### config.mk
export PLATFORM = sky130hd
export DESIGN_NAME = bone_parent_topological_order_unit
export DESIGN_NICKNAME = d
export VERILOG_FILES = /design/src/bpto_pkg.sv /design/src/bpto_parent_mem.sv /design/src/bpto_stack_mem.sv /design/src/bpto_walker.sv /design/src/bone_parent_topological_order_unit.sv
export SDC_FILE = /design/constraint.sdc
export NUM_CORES = 1
export LEC_CHECK = 0
export BUFFER_PORTS_ARGS = -buffer_cell sky130_fd_sc_hd__buf_2
export CORE_UTILIZATION = 63
export DETAILED_ROUTE_END_ITERATION = 8
export PLACE_DENSITY = 0.79
export SETUP_SLACK_MARGIN = 0.2
export SYNTH_ARGS = -nofsm -noshare
export SYNTH_HDL_FRONTEND = slang
export SYNTH_HIERARCHICAL = 1
export SYNTH_SLANG_ARGS = --single-unit
### constraint.sdc
create_clock -name i_clk -period 4.7 [get_ports i_clk]
set_input_delay 0.705 -clock i_clk [delete_from_list [all_inputs] [get_ports i_clk]]
set_output_delay 0.705 -clock i_clk [all_outputs]
set_load 0.02 [all_outputs]
### src/bpto_pkg.sv
// Shared types, widths and sequencer states for the bone parent ordering block.
`timescale 1ns / 1ps

package bpto_pkg;

    localparam int MAX_BONES_DEF = 64;
    localparam int PARENT_W      = 7;
    localparam int BONE_W        = 6;

    typedef struct packed {
        logic signed [PARENT_W-1:0] parent_index;
        logic                       last_bone;
    } t_in_word;

    typedef struct packed {
        logic [BONE_W-1:0] bone_index;
        logic              last_result;
    } t_out_word;

    // Parent table port: one write and one read address per cycle.
    typedef struct packed {
        logic                we;
        logic [BONE_W-1:0]   waddr;
        logic [PARENT_W-1:0] wdata;
        logic                re;
        logic [BONE_W-1:0]   raddr;
    } t_pmem_req;

    // Ancestor stack port.
    typedef struct packed {
        logic              we;
        logic [BONE_W-1:0] waddr;
        logic [BONE_W-1:0] wdata;
        logic              re;
        logic [BONE_W-1:0] raddr;
    } t_smem_req;

    typedef enum logic [2:0] {
        ST_LOAD,
        ST_NEXT,
        ST_CHECK,
        ST_PARENT,
        ST_POP,
        ST_EMIT
    } t_state;

endpackage

### src/bpto_parent_mem.sv
// Parent table: synchronous memory holding one parent index per loaded bone.
`timescale 1ns / 1ps

module bpto_parent_mem #(
    parameter int MAX_BONES = bpto_pkg::MAX_BONES_DEF
) (
    input  logic                          i_clk,
    input  bpto_pkg::t_pmem_req           i_req,
    output logic [bpto_pkg::PARENT_W-1:0] o_rdata
);
    import bpto_pkg::*;

    localparam int IDX_W = $clog2(MAX_BONES);

    logic [PARENT_W-1:0] r_mem [MAX_BONES];
    logic [PARENT_W-1:0] r_rdata;

    always_ff @(posedge i_clk) begin
        if (i_req.we) begin
            r_mem[i_req.waddr[IDX_W-1:0]] <= i_req.wdata;
        end
        if (i_req.re) begin
            r_rdata <= r_mem[i_req.raddr[IDX_W-1:0]];
        end
    end

    assign o_rdata = r_rdata;

endmodule

### src/bpto_stack_mem.sv
// Ancestor stack: synchronous memory of bones waiting to be emitted.
`timescale 1ns / 1ps

module bpto_stack_mem #(
    parameter int MAX_BONES = bpto_pkg::MAX_BONES_DEF
) (
    input  logic                        i_clk,
    input  bpto_pkg::t_smem_req         i_req,
    output logic [bpto_pkg::BONE_W-1:0] o_rdata
);
    import bpto_pkg::*;

    localparam int IDX_W = $clog2(MAX_BONES);

    logic [BONE_W-1:0] r_mem [MAX_BONES];
    logic [BONE_W-1:0] r_rdata;

    always_ff @(posedge i_clk) begin
        if (i_req.we) begin
            r_mem[i_req.waddr[IDX_W-1:0]] <= i_req.wdata;
        end
        if (i_req.re) begin
            r_rdata <= r_mem[i_req.raddr[IDX_W-1:0]];
        end
    end

    assign o_rdata = r_rdata;

endmodule

### src/bpto_walker.sv
// Sequencer: loads bones, walks ancestors, pops the stack and drives the output register.
`timescale 1ns / 1ps

module bpto_walker #(
    parameter int MAX_BONES = bpto_pkg::MAX_BONES_DEF
) (
    input  logic                          i_clk,
    input  logic                          i_rst_n,
    input  logic                          i_in_valid,
    input  bpto_pkg::t_in_word            i_in_data,
    output logic                          o_in_ready,
    output logic                          o_out_valid,
    output bpto_pkg::t_out_word           o_out_data,
    input  logic                          i_out_ready,
    output bpto_pkg::t_pmem_req           o_preq,
    input  logic [bpto_pkg::PARENT_W-1:0] i_prdata,
    output bpto_pkg::t_smem_req           o_sreq,
    input  logic [bpto_pkg::BONE_W-1:0]   i_srdata
);
    import bpto_pkg::*;

    localparam int IDX_W = $clog2(MAX_BONES);
    localparam int CNT_W = $clog2(MAX_BONES + 1);

    t_state               r_state,   n_state;
    logic [CNT_W-1:0]     r_loaded,  n_loaded;
    logic [CNT_W-1:0]     r_count,   n_count;
    logic [CNT_W-1:0]     r_outer,   n_outer;
    logic [CNT_W-1:0]     r_depth,   n_depth;
    logic [CNT_W-1:0]     r_emitted, n_emitted;
    logic [IDX_W-1:0]     r_cur,     n_cur;
    logic [MAX_BONES-1:0] r_visited, n_visited;
    logic                 r_out_valid, n_out_valid;
    t_out_word            r_out,     n_out;

    logic             in_acc;
    logic             has_room;
    logic             parent_root;
    logic [CNT_W-1:0] depth_dec;

    always_ff @(posedge i_clk) begin
        if (!i_rst_n) begin
            r_state     <= ST_LOAD;
            r_loaded    <= '0;
            r_count     <= '0;
            r_outer     <= '0;
            r_depth     <= '0;
            r_emitted   <= '0;
            r_visited   <= '0;
            r_out_valid <= 1'b0;
        end else begin
            r_state     <= n_state;
            r_loaded    <= n_loaded;
            r_count     <= n_count;
            r_outer     <= n_outer;
            r_depth     <= n_depth;
            r_emitted   <= n_emitted;
            r_visited   <= n_visited;
            r_out_valid <= n_out_valid;
        end
    end

    always_ff @(posedge i_clk) begin
        r_cur <= n_cur;
        r_out <= n_out;
    end

    assign o_in_ready  = (r_state == ST_LOAD);
    assign in_acc      = i_in_valid && o_in_ready;
    assign has_room    = (r_loaded < CNT_W'(MAX_BONES));
    assign depth_dec   = r_depth - CNT_W'(1);
    // Negative or not below the loaded count: treat as root.
    assign parent_root = i_prdata[PARENT_W-1]
                      || ({1'b0, i_prdata[BONE_W-1:0]} >= PARENT_W'(r_count));

    always_comb begin
        n_state     = r_state;
        n_loaded    = r_loaded;
        n_count     = r_count;
        n_outer     = r_outer;
        n_depth     = r_depth;
        n_emitted   = r_emitted;
        n_cur       = r_cur;
        n_visited   = r_visited;
        n_out       = r_out;
        n_out_valid = r_out_valid && !i_out_ready;
        o_preq      = '0;
        o_sreq      = '0;

        case (r_state)
            ST_LOAD: begin
                if (in_acc) begin
                    if (has_room) begin
                        o_preq.we    = 1'b1;
                        o_preq.waddr = BONE_W'(r_loaded[IDX_W-1:0]);
                        o_preq.wdata = i_in_data.parent_index;
                        n_loaded     = r_loaded + CNT_W'(1);
                    end
                    if (i_in_data.last_bone) begin
                        n_count   = has_room ? r_loaded + CNT_W'(1) : r_loaded;
                        n_outer   = '0;
                        n_emitted = '0;
                        n_state   = ST_NEXT;
                    end
                end
            end
            ST_NEXT: begin
                if (r_outer == r_count) begin
                    // Set finished: drop marks and start an empty set.
                    n_visited = '0;
                    n_loaded  = '0;
                    n_depth   = '0;
                    n_state   = ST_LOAD;
                end else begin
                    n_cur   = r_outer[IDX_W-1:0];
                    n_state = ST_CHECK;
                end
            end
            ST_CHECK: begin
                if (r_visited[r_cur]) begin
                    n_state = ST_POP;
                end else begin
                    n_visited[r_cur] = 1'b1;
                    o_sreq.we        = 1'b1;
                    o_sreq.waddr     = BONE_W'(r_depth[IDX_W-1:0]);
                    o_sreq.wdata     = BONE_W'(r_cur);
                    n_depth          = r_depth + CNT_W'(1);
                    o_preq.re        = 1'b1;
                    o_preq.raddr     = BONE_W'(r_cur);
                    n_state          = ST_PARENT;
                end
            end
            ST_PARENT: begin
                if (parent_root) begin
                    n_state = ST_POP;
                end else begin
                    n_cur   = i_prdata[IDX_W-1:0];
                    n_state = ST_CHECK;
                end
            end
            ST_POP: begin
                if (r_depth == '0) begin
                    n_outer = r_outer + CNT_W'(1);
                    n_state = ST_NEXT;
                end else begin
                    o_sreq.re    = 1'b1;
                    o_sreq.raddr = BONE_W'(depth_dec[IDX_W-1:0]);
                    n_depth      = depth_dec;
                    n_state      = ST_EMIT;
                end
            end
            ST_EMIT: begin
                // Hold the popped bone until the output register frees up.
                if (!r_out_valid || i_out_ready) begin
                    n_out.bone_index  = i_srdata;
                    n_out.last_result = ((r_emitted + CNT_W'(1)) == r_count);
                    n_out_valid       = 1'b1;
                    n_emitted         = r_emitted + CNT_W'(1);
                    n_state           = ST_POP;
                end
            end
            default: begin
                n_state = ST_LOAD;
            end
        endcase
    end

    assign o_out_valid = r_out_valid;
    assign o_out_data  = r_out;

endmodule

### src/bone_parent_topological_order_unit.sv
// Top level: parent-before-child ordering of a bone forest loaded one bone per word.
//
//  channel | direction | handshake                 | word
//  --------+-----------+---------------------------+-------------------------------
//  in      | input     | i_in_valid / o_in_ready   | parent_index, last_bone
//  out     | output    | o_out_valid / i_out_ready | bone_index, last_result
//
// Loading accepts one word per cycle; o_in_ready is low while a set is being ordered.
// Ordering pushes each ancestor in a mark step (visited mark, stack write and parent
// table read) followed by a parent step, pops each bone with a stack memory read and
// then an output register load, and adds an outer cursor step and a visited check per
// bone; the parent table and ancestor stack memories both have registered reads.
// Reset is synchronous and clears the sequencer, counts and visited marks; the
// memories are not cleared. A stalled output holds the sequencer in its emit step.
`timescale 1ns / 1ps

module bone_parent_topological_order_unit #(
    parameter int MAX_BONES = bpto_pkg::MAX_BONES_DEF
) (
    input  logic                i_clk,
    input  logic                i_rst_n,
    input  logic                i_in_valid,
    input  bpto_pkg::t_in_word  i_in_data,
    output logic                o_in_ready,
    output logic                o_out_valid,
    output bpto_pkg::t_out_word o_out_data,
    input  logic                i_out_ready
);
    import bpto_pkg::*;

    t_pmem_req           preq;
    t_smem_req           sreq;
    logic [PARENT_W-1:0] prdata;
    logic [BONE_W-1:0]   srdata;

    bpto_walker #(
        .MAX_BONES(MAX_BONES)
    ) u_walker (
        .i_clk      (i_clk),
        .i_rst_n    (i_rst_n),
        .i_in_valid (i_in_valid),
        .i_in_data  (i_in_data),
        .o_in_ready (o_in_ready),
        .o_out_valid(o_out_valid),
        .o_out_data (o_out_data),
        .i_out_ready(i_out_ready),
        .o_preq     (preq),
        .i_prdata   (prdata),
        .o_sreq     (sreq),
        .i_srdata   (srdata)
    );

    bpto_parent_mem #(
        .MAX_BONES(MAX_BONES)
    ) u_parent_mem (
        .i_clk  (i_clk),
        .i_req  (preq),
        .o_rdata(prdata)
    );

    bpto_stack_mem #(
        .MAX_BONES(MAX_BONES)
    ) u_stack_mem (
        .i_clk  (i_clk),
        .i_req  (sreq),
        .o_rdata(srdata)
    );

`ifndef NO_ASSERTIONS
    a_pwrite_on_accept: assert property (@(posedge i_clk) disable iff (!i_rst_n)
        preq.we |-> (i_in_valid && o_in_ready))
        else $error("parent table written without an accepted word");

    a_pmem_no_overlap: assert property (@(posedge i_clk) disable iff (!i_rst_n)
        !(preq.we && preq.re))
        else $error("parent table loaded and walked in the same cycle");

    a_smem_no_overlap: assert property (@(posedge i_clk) disable iff (!i_rst_n)
        !(sreq.we && sreq.re))
        else $error("ancestor stack pushed and popped in the same cycle");

    a_last_stops_input: assert property (@(posedge i_clk) disable iff (!i_rst_n)
        (i_in_valid && o_in_ready && i_in_data.last_bone) |=> !o_in_ready)
        else $error("input still open after the final bone of a set");
`endif

endmodule
==> metrics.yaml, run 1 <==
status: "completed"
syn_nets: 2238
rsz0062_at_grt: "true"
vias: 21900
async_reset_ff_share_pct: 0
cp_data_arrival_time_ns: 4.87
critical-path-top-delay-family: "compound AO/OA/AOI/OAI gates"
yosys_warnings: 6
required_ns: 5.11
ant_nets: 0
critPathKind: "reg2reg"
netlist_top_cells_count: "858 x edfxtp_1, 200 x mux4_2, 189 x nor2_1, 103 x dfxtp_1, 70 x a32o_1"
cts_buffers: 92
slowest_delay_ns: 0.57
clockBufferDepth: 3
antenna_found_initial: 1
hold_class: "in2reg"
yosysTopAreaCellShare_pct: 65.6
topRoutingLayerUsed: "met5"
clk_pin_slew_ns: 0.06
max_slew_margin_pct: 5.88
clock_tree.root_cell: "clkbuf_16"
hold_viol: 0
synth_area_leaders: "edfxtp_1 66%, mux4_2 11%, dfxtp_1 5.3%, nor2_1 1.8%, a32o_1 1.8%"
synthCells: 2214
place_area_um2: 40400
overflow: 0
period_minus_slack_ns: 4.46
first_iter_violations: 2768
grt_pass1_vias: 21900
io-pin-count: 21
crit_path_max_fanout: 32
synthesis.area_um2: 39300
setup_violations: 0
nNetsFinal: 2288
finalClockSkew_ns: 0.0318
leakagePower_nw: 13.7
reg2reg_to: "u_parent_mem/o_rdata[4]"
fmaxAchievable_mhz: 224
numPortBuffers: 20
grt_use_total_pct: 28.8
synth_ff_type: "edfxtp_1"
gp_congestion: 0.905
final_util_pct: 70.5
hold-worst-slack_ns: 0.356
drive_above_1_share_pct: 22.1
hpwl_um: 53700
grt_pass1_wl_um: 135000
startpoint_type: "register"
min_to: "u_walker/r_count[6]"
cp_num_cells: 12
die_y_um: 252
cts_tree: "yes"
fin_crit_sh_pct: 95.0
end_kind: "register"
dr_wl_met2_um: 45100
wire_per_inst_um: 28.2
yosysMostFrequentCell: "edfxtp_1"
powerDensity_nw_per_um2: 399
min_path_cells: 3
diodes: 0
setup_tns_ns: 0
cts.sinks: 961
core_um2: 61600
initial_utilization_pct: 63.8
area_growth_pct: 10.6
peakVddDrop_mv: 0.552
cap_viol_max_count: 0
ys_seq_elements: 961
synth_top_area_cell: "edfxtp_1"
die_w_um: 252
viasPerCell: 6.89
drc: 0
clk_latency_ns: 0.65
h-tree-depth: 3
critPathSlowestCell: "mux4_2"
timing.critical_path.buf_inv: 2
fin_area_um2: 43400
wl_met3_um: 8480
wl_met1_um: 32800
crit_chain: "mux2_4, a31o_1, o41ai_2, o211ai_2, or3_4, nor3_2, buf_6, buf_16, mux4_2, o221ai_1, o21ai_1, a32o_1"
worstMarginPinSlew_ns: 1.40
dr.pass1.iters: 8
synth_edf_count: 858
rrSetupSlack_ns: 0.24
yosysUniqueCellTypes: 77
grt_max_degree: 98
syn_area_per_cell_um2: 17.7
seq_area_frac_synth_pct: 70.9
hold_start: "i_in_data[0]"
fp-row-count: 91
timing.rr.start: "u_walker/r_cur[2]"
die_area_um2: 63300
routed_wl_um: 89400
drv_slew: 0
rr_worst_depth: 12
[layout by cell type (no fill, tap or decap), types with 11 or more instances in the layout]
cell type	instances
dfxtp_1	103
inv_1	18
mux2_2	18
ha_1	12
and3_1	14
nand2_1	58
or3_1	12
nand3_1	39
buf_4	66
nor2_1	176
nor3_1	31
o221ai_1	20
a32o_1	70
clkbuf_16	95
nand2b_1	17
a21oi_1	48
buf_2	20
buf_12	13
clkinv_1	18
a211oi_1	17
clkbuf_1	20
mux4_2	200
mux2i_1	43
a22oi_1	15
xor2_1	14
o22ai_1	28
o21ai_1	15
o21ai_0	16
clkinv_2	17
xnor2_1	16
or3b_2	11
nand3b_1	28
edfxtp_1	858
nor2b_1	21
[stage by stage]
| step | instances | power, W | worst slack, ns |
|---|---|---|---|
| 3_3_place_gp | 3007 | 0.0102 | 0.181 |
| 3_5_place_dp | 3007 | 0.0102 | 0.134 |
| 6_report | 3176 | 0.0173 | 0.237 |
| 4_1_cts | 3176 | 0.0174 | 0.196 |
| 2_1_floorplan | 2214 | 0.00998 | 0.681 |
| 5_1_grt | 3176 | 0.0178 | 0.138 |
[final cells by class]
| cell class | instances | area, um^2 |
|---|---|---|
| flip-flops and latches | 961 | 27800 |
| repair buffers | 102 | 922 |
| inverters | 19 | 75.1 |
| multi-input cells | 1088 | 10600 |
| clock buffers | 118 | 2480 |
| clock inverters | 51 | 479 |
| well taps | 837 | 1050 |
| fillers | 3606 | 18200 |
[what timing repair did]
item                                    in CTS  in global routing
gates resized for setup                      5                 23
endpoints found under the setup margin      11                183
buffers inserted                             0                  0
hold buffers                                 0                  0
[power by group]
part,total [W],switching [W],internal (W),leakage [nW]
registers,0.00937,0.0000333,0.00934,8.85
logic,0.000668,0.000460,0.000208,3.36
clock network,0.00728,0.00311,0.00418,1.44
[worst register-to-register path: stages, from the launching register on]
cell      delay [ns]
edfxtp_1        0.52
mux2_4          0.35
a31o_1          0.23
o41ai_2         0.35
o211ai_2        0.14
or3_4           0.47
nor3_2          0.27
buf_6           0.25
buf_16          0.27
mux4_2          0.61
o221ai_1        0.29
o21ai_1         0.22
a32o_1          0.26
[sequential cells by signal, summed over array words and instances (netlist names)]
| signal | count |
|---|---|
| u_stack_mem/r_mem | 384 |
| u_walker/r_visited | 64 |
| u_walker/o_out_data | 7 |
| u_parent_mem/o_rdata | 7 |
| u_walker/r_depth | 7 |
| u_walker/r_cur | 6 |
| u_walker/r_outer | 7 |
| u_walker/r_count | 7 |
| u_walker/r_emitted | 7 |
| u_walker/o_out_valid | 1 |
| u_stack_mem/o_rdata | 6 |
| u_walker/r_state | 3 |
| u_parent_mem/r_mem | 448 |
| u_walker/r_loaded | 7 |
[worst max-delay path by stage]
stage	from	endpoint
after floorplan	u_walker/r_cur[1]	u_parent_mem/o_rdata[5]
after global placement	u_walker/r_cur[2]	u_parent_mem/o_rdata[0]
after detailed placement	u_walker/r_cur[2]	u_parent_mem/o_rdata[0]
after CTS	u_walker/r_cur[2]	u_parent_mem/o_rdata[3]
after global routing	u_walker/r_cur[2]	u_parent_mem/o_rdata[0]
final	u_walker/r_cur[2]	u_parent_mem/o_rdata[4]
[routing by layer]
metal / vias up / GRT usage, %
li1: 9115 / -
met1: 11200 / 38.6
met2: 1362 / 48.1
met3: 244 / 4.98
met4: 2 / 10.1
met5: - / 0
[cells by family (layout without fill, tap and decap cells)]
group / after synthesis / count (layout) / share of synthesized area, %
AO/OA/AOI/OAI: 296 / 296 / 5.92
AND/OR/NAND/NOR: 481 / 481 / 6.15
adder cells (fa/ha/maj): 12 / 12 / 0.382
multiplexers: 269 / 269 / 13.5
flip-flops: 961 / 961 / 70.9
XOR/XNOR: 30 / 30 / 0.669
buffers and inverters: 165 / 290 / 2.48
No activity file was read; power rests on OpenSTA's default activity.
==> inputs of run 2 (changes only) <==
--- a/config.mk
+++ b/config.mk
@@ -9,6 +9,7 @@
 export CORE_UTILIZATION = 63
 export DETAILED_ROUTE_END_ITERATION = 8
 export PLACE_DENSITY = 0.79
+export REMOVE_ABC_BUFFERS = 1
 export SETUP_SLACK_MARGIN = 0.2
 export SYNTH_ARGS = -nofsm -noshare
 export SYNTH_HDL_FRONTEND = slang
==> run 2 against run 1 <==
Effect of this change: the flow now finishes with violations (max-capacitance violations, max-slew violations); hold slack better by 0.014 ns; core utilization is 0.10 points higher; global-route usage up 0.057 points; via count grew 0.79%; critical path type unchanged; critical endpoint is now u_stack_mem/r_mem[25][2].
==> metrics.yaml, run 2 (same netlist as run 1, synthesis figures left out) <==
max_slew_margin_pct: -2.94
hold_viol: 0
required_ns: 5.00
setup_tns_ns: 0
clk_pin_slew_ns: 0.06
dpl_worst_slack_ns: 0.185
critical-path-top-delay-family: "simple AND/OR/NAND/NOR gates"
violations: "max-capacitance violations, max-slew violations"
grt_pass1_vias: 21800
timing.rr.start: "u_walker/r_cur[4]"
critPathKind: "reg2reg"
area_growth_pct: 10.7
layout_commonest_cell: "edfxtp_1"
drive_above_1_share_pct: 22.1
viasPerCell: 6.96
routed_wl_um: 91100
status: "finished, violations left"
crit_path_max_fanout: 21
numPortBuffers: 20
period_minus_slack_ns: 4.44
peakVddDrop_mv: 0.382
cts_buffers: 93
startpoint_type: "register"
finalNonFillerCells: 3172
rsz0062_at_grt: "true"
grt_max_degree: 66
vias: 22100
overflow: 0
rrSetupSlack_ns: 0.26
grt_pass1_wl_um: 135000
hold_start: "i_in_data[0]"
min_to: "u_walker/r_count[6]"
final_util_pct: 70.6
hold_class: "in2reg"
die_w_um: 252
wire_per_inst_um: 28.7
wl_met3_um: 8840
cts.sinks: 961
leakagePower_nw: 13.7
largest_reg_flops: 448
critPathSlowestCell: "edfxtp_1"
antenna_found_initial: 0
clockBufferDepth: 3
powerDensity_nw_per_um2: 404
drv_slew: 9
setup_ws_ns: 0.265
postCtsSetupRepairBufs: 0
fmaxAchievable_mhz: 225
min_path_cells: 3
worstMarginPinSlew_ns: 1.53
finalClockSkew_ns: 0.0401
drc: 0
reg2reg_to: "u_stack_mem/r_mem[25][2]"
io-pin-count: 21
core_um2: 61600
end_kind: "register"
slowest_delay_ns: 0.64
dr.pass1.iters: 8
final_cell_mix: "858 x edfxtp_1, 200 x mux4_2, 171 x nor2_1"
cap_viol_max_count: 1
cts_tree: "yes"
fin_crit_sh_pct: 94.4
postCtsHoldBufs: 0
grt_use_total_pct: 28.8
first_iter_violations: 2932
timing.critical_path.buf_inv: 2
h-tree-depth: 3
wl_met1_um: 33700
setup_violations: 0
ant_nets: 0
clock_tree.root_cell: "clkbuf_16"
gp_congestion: 0.884
rr_worst_depth: 12
hpwl_um: 53900
nNetsFinal: 2281
topRoutingLayerUsed: "met4"
crit_chain: "nor2b_1, nor2b_1, o21ai_1, nand3_1, or3_4, nor2_4, buf_4, and2_1, buf_4, nor2_1, nand3_1, nor2_2"
die_y_um: 252
dr_wl_met2_um: 45400
clk_latency_ns: 0.66
cp_data_arrival_time_ns: 4.73
diodes: 0
place_inst: 2998
die_area_um2: 63300
fin_total_pwr_w: 0.0176
initial_utilization_pct: 63.8
fp-row-count: 91
## run 2: cell count changes in the layout (fill, tap and decap cells not counted), sizes merged
cell and change:
inv -1, clkbuf -1, clkinvlp -2, clkinv +5, buf -9, bufinv +4
## run 2: how the worst max path moves through the flow
stage	from	to	slack, ns	cells past startpoint
after global placement	u_walker/r_cur[2]	u_parent_mem/o_rdata[5]	0.24	12
after global routing	u_walker/r_cur[2]	u_stack_mem/r_mem[29][5]	0.12	9
after detailed placement	u_walker/r_cur[4]	u_stack_mem/r_mem[1][1]	0.18	11
after floorplan	u_walker/r_cur[2]	u_stack_mem/r_mem[0][0]	-14.68	6
after CTS	u_walker/r_cur[4]	u_stack_mem/r_mem[19][0]	0.19	12
final	u_walker/r_cur[4]	u_stack_mem/r_mem[25][2]	0.26	12
## run 2: cell type report
cell class | count | area [um^2]
well taps | 837 | 1050
clock inverters | 57 | 658
inverters | 19 | 71.3
repair buffers | 94 | 856
fillers | 3632 | 18100
flip-flops and latches | 961 | 27800
clock buffers | 116 | 2430
multi-input cells | 1088 | 10600
## run 2: where the power goes
group          switching [W]  internal [W]
logic               0.000470      0.000206
clock network        0.00316       0.00436
registers          0.0000358       0.00934
## run 2: through the flow
step | hold slack (ns) | area [um^2]
floorplan | 0.400 | 38400
global placement | 0.404 | 40300
detailed placement | 0.406 | 40300
CTS | 0.344 | 43400
global route | 0.387 | 43500
finish | 0.370 | 43500
## run 2: timing repair
item / in CTS / in global routing
gates cloned: 0 / 1
resized for setup: 3 / 20
endpoints found under the setup margin: 56 / 232
## run 2: routing by layer
layer	vias up	track usage [%]
li1	9091	-
met1	11300	39.7
met2	1432	47.1
met3	253	4.95
met4	0	10.2
met5	-	0
## run 2: worst min-delay path, cell delays in order
cell     delay (ns)
buf_2          0.11
a22oi_1        0.08
nor2_1         0.08
